**src/design/sadt_pkg.sv**
```systemverilog
// Package for the serial address/data transfer master.
// Phase codes, field widths, register map and the result struct.
// No dependencies.
package sadt_pkg;

  localparam int HalfWidth     = 16;
  localparam int ByteWidth     = 8;
  localparam int BitPosWidth   = 3;
  localparam int InDataWidth   = 24;
  localparam int OutDataWidth  = 16;
  localparam int ApbAddrWidth  = 3;
  localparam int ApbDataWidth  = 32;

  localparam logic [HalfWidth-1:0]   HalfPeriodReset = 16'd100;
  localparam logic [ByteWidth-1:0]   AddrForceMask   = 8'h07;
  localparam logic [BitPosWidth-1:0] BitPosTop       = 3'd7;
  localparam logic [BitPosWidth-1:0] BitPosLast      = 3'd0;

  // register index, taken from paddr[2]
  localparam logic RegHalfPeriod = 1'b0;

  typedef enum logic [1:0] {
    PH_IDLE = 2'd0,
    PH_ADDR = 2'd1,
    PH_DATA = 2'd2,
    PH_TAIL = 2'd3
  } phase_t;

  typedef struct packed {
    logic                 ack;
    logic [ByteWidth-1:0] read_data;
    logic                 done_res;
    logic                 busy_res;
    logic                 enable_line;
    logic                 data_line;
    logic                 clock_line;
  } result_t;

endpackage

```
**src/design/sadt_seq.sv**
```systemverilog
// Transfer sequencer: phase, bit and half-period counters, shift registers.
// Advances one tick per accepted beat. Depends on sadt_pkg.
module sadt_seq (
  input  logic                             clk,
  input  logic                             rst,
  input  logic                             step,
  input  logic [sadt_pkg::HalfWidth-1:0]   half_period,
  input  logic                             start_req,
  input  logic [sadt_pkg::ByteWidth-1:0]   address,
  input  logic [sadt_pkg::ByteWidth-1:0]   write_data,
  input  logic                             serial_in,
  output sadt_pkg::result_t                res
);
  import sadt_pkg::*;

  phase_t                 phase, phase_next;
  logic [BitPosWidth-1:0] bit_position, bit_position_next;
  logic [HalfWidth-1:0]   half_counter, half_counter_next;
  logic                   clock_level, clock_level_next;
  logic                   data_level, data_level_next;
  logic [ByteWidth-1:0]   address_shift, address_shift_next;
  logic [ByteWidth-1:0]   send_shift, send_shift_next;
  logic [ByteWidth-1:0]   receive_shift, receive_shift_next;
  logic                   ack_flag, ack_flag_next;
  logic                   done;

  logic [HalfWidth-1:0]   half_eff;
  logic [HalfWidth:0]     count_inc;
  logic [BitPosWidth-1:0] bit_dec;
  logic [ByteWidth-1:0]   start_addr;

  assign half_eff   = (half_period == '0) ? {{(HalfWidth-1){1'b0}}, 1'b1} : half_period;
  assign count_inc  = {1'b0, half_counter} + {{HalfWidth{1'b0}}, 1'b1};
  assign bit_dec    = bit_position - {{(BitPosWidth-1){1'b0}}, 1'b1};
  assign start_addr = address | AddrForceMask;

  always_comb begin
    phase_next         = phase;
    bit_position_next  = bit_position;
    half_counter_next  = half_counter;
    clock_level_next   = clock_level;
    data_level_next    = data_level;
    address_shift_next = address_shift;
    send_shift_next    = send_shift;
    receive_shift_next = receive_shift;
    ack_flag_next      = ack_flag;
    done               = 1'b0;
    case (phase)
      PH_ADDR, PH_DATA, PH_TAIL: begin
        if (count_inc < {1'b0, half_eff}) begin
          half_counter_next = count_inc[HalfWidth-1:0];
        end else begin
          half_counter_next = '0;
          if (phase == PH_TAIL) begin
            phase_next = PH_IDLE;
            done       = 1'b1;
          end else if (!clock_level) begin
            clock_level_next = 1'b1;
            if (phase == PH_DATA) begin
              receive_shift_next = receive_shift | (ByteWidth'(serial_in) << bit_position);
            end
          end else if (bit_position != BitPosLast) begin
            bit_position_next = bit_dec;
            clock_level_next  = 1'b0;
            data_level_next   = (phase == PH_ADDR) ? address_shift[bit_dec]
                                                   : send_shift[bit_dec];
          end else if (phase == PH_ADDR) begin
            ack_flag_next     = ~serial_in;
            phase_next        = PH_DATA;
            bit_position_next = BitPosTop;
            clock_level_next  = 1'b0;
            data_level_next   = send_shift[BitPosTop];
          end else begin
            phase_next        = PH_TAIL;
            bit_position_next = BitPosTop;
          end
        end
      end
      default: begin
        if (start_req) begin
          address_shift_next = start_addr;
          send_shift_next    = ~write_data;
          receive_shift_next = '0;
          ack_flag_next      = 1'b0;
          bit_position_next  = BitPosTop;
          half_counter_next  = '0;
          clock_level_next   = 1'b0;
          data_level_next    = start_addr[BitPosTop];
          phase_next         = PH_ADDR;
        end
      end
    endcase
  end

  always_comb begin
    res.clock_line  = clock_level_next;
    res.data_line   = data_level_next;
    res.enable_line = !(phase_next == PH_ADDR || phase_next == PH_DATA);
    res.busy_res    = (phase_next != PH_IDLE);
    res.done_res    = done;
    res.read_data   = done ? receive_shift_next : '0;
    res.ack         = done & ack_flag_next;
  end

  always_ff @(posedge clk) begin
    if (rst) begin
      phase         <= PH_IDLE;
      bit_position  <= BitPosTop;
      half_counter  <= '0;
      clock_level   <= 1'b1;
      data_level    <= 1'b1;
      address_shift <= '0;
      send_shift    <= '0;
      receive_shift <= '0;
      ack_flag      <= 1'b0;
    end else if (step) begin
      phase         <= phase_next;
      bit_position  <= bit_position_next;
      half_counter  <= half_counter_next;
      clock_level   <= clock_level_next;
      data_level    <= data_level_next;
      address_shift <= address_shift_next;
      send_shift    <= send_shift_next;
      receive_shift <= receive_shift_next;
      ack_flag      <= ack_flag_next;
    end
  end

endmodule

```
**src/design/serial_address_data_transfer_master.sv**
```systemverilog
// Serial address/data transfer master, top level.
// APB register, stream ports and output register; uses sadt_pkg and sadt_seq.
//
// Each input beat is one tick of the pin timebase: a start request with
// address and write byte, plus the sampled serial input level. Each beat
// yields exactly one output beat with the pin levels after that tick (clock,
// data, active-low enable), busy, and a done pulse carrying the read byte
// and the acknowledge bit. A start is honored only while idle.
// The serial clock half period is half_period accepted beats (0 acts
// as 1), set through the APB register at address 0; write it while idle.
// The output beat is registered and valid in the cycle after its input beat is taken.
// Throughput: one beat per cycle; the sequencer update is a single short
// combinational step between the state registers and the output register.
// If the receiver stalls, the output register holds its beat and s_tready
// drops until it is taken; the tick does not advance without input beats.
// Reset (synchronous, active high) returns to idle with clock, data and
// enable high, empties the output register and restores a half period of 100.
module serial_address_data_transfer_master (
  input  logic                                clk,
  input  logic                                rst,
  input  logic                                s_tvalid,
  output logic                                s_tready,
  // [0] start_req, [8:1] address, [16:9] write_data, [17] serial_in
  input  logic [sadt_pkg::InDataWidth-1:0]    s_tdata,
  output logic                                m_tvalid,
  input  logic                                m_tready,
  // [0] clock_line, [1] data_line, [2] enable_line, [3] busy_res,
  // [4] done_res, [12:5] read_data, [13] ack
  output logic [sadt_pkg::OutDataWidth-1:0]   m_tdata,
  input  logic                                psel,
  input  logic                                penable,
  input  logic                                pwrite,
  input  logic [sadt_pkg::ApbAddrWidth-1:0]   paddr,
  input  logic [sadt_pkg::ApbDataWidth-1:0]   pwdata,
  output logic [sadt_pkg::ApbDataWidth-1:0]   prdata,
  output logic                                pready
);
  import sadt_pkg::*;

  logic [HalfWidth-1:0] half_period;
  logic                 accept;
  logic                 reg_sel;
  result_t              res;

  assign pready   = 1'b1;
  assign reg_sel  = (paddr[2] == RegHalfPeriod);
  assign prdata   = reg_sel ? {{(ApbDataWidth-HalfWidth){1'b0}}, half_period} : '0;
  assign s_tready = !m_tvalid || m_tready;
  assign accept   = s_tvalid && s_tready;

  always_ff @(posedge clk) begin
    if (rst) begin
      half_period <= HalfPeriodReset;
    end else if (psel && penable && pwrite && pready && reg_sel) begin
      half_period <= pwdata[HalfWidth-1:0];
    end
  end

  sadt_seq u_seq (
    .clk        (clk),
    .rst        (rst),
    .step       (accept),
    .half_period(half_period),
    .start_req  (s_tdata[0]),
    .address    (s_tdata[8:1]),
    .write_data (s_tdata[16:9]),
    .serial_in  (s_tdata[17]),
    .res        (res)
  );

  always_ff @(posedge clk) begin
    if (rst) begin
      m_tvalid <= 1'b0;
    end else if (accept) begin
      m_tvalid <= 1'b1;
    end else if (m_tready) begin
      m_tvalid <= 1'b0;
    end
  end

  always_ff @(posedge clk) begin
    if (accept) begin
      m_tdata <= {{(OutDataWidth-$bits(result_t)){1'b0}}, res};
    end
  end

endmodule

```
**config.mk**
```make
export PLATFORM = sky130hd
export DESIGN_NAME = serial_address_data_transfer_master
export DESIGN_NICKNAME = d
export VERILOG_FILES = /design/src/design/sadt_pkg.sv /design/src/design/sadt_seq.sv /design/src/design/serial_address_data_transfer_master.sv
export SDC_FILE = /design/constraint.sdc
export NUM_CORES = 1
export LEC_CHECK = 0
export ABC_AREA = 1
export BUFFER_PORTS_ARGS = -buffer_cell sky130_fd_sc_hd__buf_2
export CAP_MARGIN = 20
export CORE_MARGIN = 10
export CORE_UTILIZATION = 45
export DETAILED_ROUTE_END_ITERATION = 8
export GPL_ROUTABILITY_DRIVEN = 0
export PLACE_DENSITY = 0.75
export SETUP_SLACK_MARGIN = 0.4
export SYNTH_ARGS = -nofsm -noshare
export SYNTH_HDL_FRONTEND = slang
export SYNTH_SLANG_ARGS = --single-unit
```
**constraint.sdc**
```tcl
create_clock -name clk -period 7.1 [get_ports clk]
set_clock_uncertainty 0.2 [all_clocks]
set_input_delay 1.775 -clock clk [delete_from_list [all_inputs] [get_ports clk]]
set_output_delay 1.775 -clock clk [all_outputs]
set_load 0.01 [all_outputs]
```
==> flow_metrics.py <==
metrics = {
    "status": {
        "status": "completed",
    },
    "route": {
        "post-route-drc-count": 0,
        "met2_length_um": 4740,
        "ant_nets": 0,
        "vias_per_cell": 4.98,
        "top_layer_used": "met4",
        "routedWlPerCell_um": 12.9,
        "num_vias": 3946,
        "totalWireLength_um": 10200,
        "first_pass_iters": 6,
        "wl_met3_um": 668,
        "wl_met1_um": 4670,
        "first_iter_violations": 280,
    },
    "floorplanning": {
        "io-pin-count": 117,
        "die_width_um": 119,
        "fp.dieArea_um2": 14200,
        "row_count": 36,
        "initial_core_util": 0.456,
        "dieHeight_um": 119,
        "core-area_um2": 9680,
    },
    "cells_and_area": {
        "fin_nets": 740,
        "stdcell_count": 793,
        "fillers": 954,
        "drive_gt1_frac": 0.189,
        "fin_util": 0.510,
        "area_growth_pct": 11.8,
        "mostFrequentLayoutCells": "111 x nand2_1, 70 x buf_2, 67 x inv_1",
        "final_common_cell": "nand2_1",
        "antenna_cells": 0,
    },
    "grt": {
        "grt_pass1_wl_um": 17900,
        "grt_max_degree": 33,
        "overflow": 0,
        "antenna_found_initial": 0,
        "grt_pass1_vias": 4049,
        "track_usage": 0.144,
    },
    "placement": {
        "place_inst": 777,
        "hpwl_um": 7830,
        "io_buffers": 70,
    },
    "setup_path": {
        "arrival_ns": 2.28,
        "ff2ff_setup_slack_ns": 3.27,
        "crit_required_ns": 5.12,
        "crit_top_cell": "buf_2",
        "cpMaxStageDelayCell": "buf_2",
        "crit-reg2reg-launch": "u_seq.half_counter[0]",
        "end_kind": "output pin",
        "worstPathMaxFanout": 17,
        "startpoint_type": "input pin",
        "worstSetupPathType": "input pin to output pin",
        "reg2regPathDepth": 19,
        "rr_endpoint": "m_tdata[2]",
        "path_cells": "buf_2 -> nor2_1 -> buf_2",
        "crit_path_max_incr_delay_ns": 0.26,
    },
    "sta": {
        "worst_pin_slew_ns": 0.846,
        "slew_headroom": 0.436,
        "grt_setup_unrepaired": "no",
        "setup_viol": 0,
        "period_minus_slack_ns": 4.25,
        "fmax_mhz": 235,
        "period_share": 0.599,
        "fin_setup_tns_ns": 0,
        "fin_hold_ws_ns": 0.271,
        "drv_slew": 0,
        "hold_viol": 0,
    },
    "hold_path": {
        "hp-start": "u_seq.receive_shift[7]",
        "min_to": "u_seq.receive_shift[7]",
        "min_path_cells": 2,
        "hold_path_class": "flop to flop",
    },
    "logic_synthesis": {
        "synth.distinct_cells": 39,
        "synthCells": 597,
        "yosysSeqAreaShare": 0.381,
        "netlist_area_um2": 4410,
        "yosys_warnings": 0,
        "syn_area_per_cell_um2": 7.39,
        "synth_seq_cells": 77,
    },
    "cts": {
        "clock_sinks": 77,
        "clockRootBuffer": "clkbuf_8",
        "h-tree-depth": 3,
        "cts_resized": 0,
        "clkTransAtPathRegs_ns": 0.08,
        "cts_hold_buffers": 0,
        "tritoncts": "built",
        "insertion_delay_ns": 0.34,
        "cts_setup_buffers": 0,
        "clk_path_buf_depth": 2,
        "cts_made_buffers": 9,
    },
    "pwr": {
        "irDropWorstVdd_mv": 0.102,
        "powerDensity_nw_per_um2": 188,
        "power.leakage_nw": 2.34,
    },
    "run": {
        "maxCapViolations": 0,
    },
}
[how the worst max path moves through the flow]
stage	start	to	slack, ns	depth (start not counted)
floorplan	paddr[2]	prdata[10]	2.73	3
global placement	m_tready	u_seq.bit_position[0]	2.71	11
detailed placement	m_tready	u_seq.half_counter[2]	2.63	9
CTS	paddr[2]	prdata[3]	2.83	3
global route	m_tready	u_seq.bit_position[0]	2.71	11
finish	paddr[2]	prdata[11]	2.85	3
[layer usage]
layer / track usage / vias up
li1: - / 2016
met1: 0.173 / 1790
met2: 0.242 / 123
met3: 0.0383 / 17
met4: 0.0534 / 0
met5: 0 / -
[synth_stat cells (all sizes together)]
cell type    n  area, um2
inv         72        275
edfxtp      14        420
xor2         6       52.6
o21ai       44        220
and3         1       6.26
buf         22        174
nand3b       1       20.0
clkbuf      19       71.3
conb         2       7.51
a22oi        2       15.0
nand3       25        125
nor4         1       6.26
nor3         6       46.3
nand2      128        538
nand4       13       81.3
o21a         1       7.51
xnor2        8       77.6
or2          1       6.26
a21o         1       7.51
nor2        71        317
a21oi       70        388
dfxtp       63       1260
o211ai       7       52.6
ha          19        238
[kinds of logic (layout without fill, tap and decap cells)]
kind of cell,count (synthesis),count (layout),synth area share
XOR/XNOR,14,14,0.0295
AND/OR/NAND/NOR,247,247,0.260
adder cells (fa/ha/maj),19,19,0.0539
buffers and inverters,113,159,0.118
other,2,19,0.00170
AO/OA/AOI/OAI,125,125,0.156
flip-flops,77,77,0.381
[registers in the layout, summed over array words and instances (netlist names)]
signal,flops
u_seq.phase,2
u_seq.half_counter,16
m_tdata,14
u_seq.address_shift,6
u_seq.ack_flag,1
u_seq.send_shift,8
m_tvalid,1
u_seq.data_level,1
u_seq.clock_level,1
u_seq.receive_shift,8
u_seq.bit_position,3
half_period,16
[worst max-delay path, delay by kind of cell]
| kind | cells | cell delay, ns |
|---|---|---|
| simple gates | 1 | 0.09 |
| buf+inv | 2 | 0.41 |
[area by class of cell]
type                            instances  area, um2  share of cell area
Sequential cell                        77       1680               0.341
Multi-Input combinational cell        424       2280               0.461
Clock inverter                          7       56.3              0.0114
Tap cell                              133        166              0.0337
Timing Repair Buffer                   71        358              0.0725
Inverter                               72        275              0.0558
Clock buffer                            9        124              0.0251
[where the power goes]
| group | total, W | switching (W) | internal, W |
|---|---|---|---|
| combinational | 0.000140 | 0.0000945 | 0.0000450 |
| sequential | 0.000476 | 0.0000116 | 0.000465 |
| clock | 0.000314 | 0.000157 | 0.000157 |
[metrics by stage]
stage          instance area [um2]  power (W)  setup WS, ns
2_1_floorplan                 4480   0.000591          2.73
3_3_place_gp                  4760   0.000620          2.71
3_5_place_dp                  4760   0.000624          2.63
4_1_cts                       4940   0.000935          2.83
5_1_grt                       4940   0.000980          2.71
6_report                      4940   0.000929          2.85
Power figures use the tool's default switching activity.
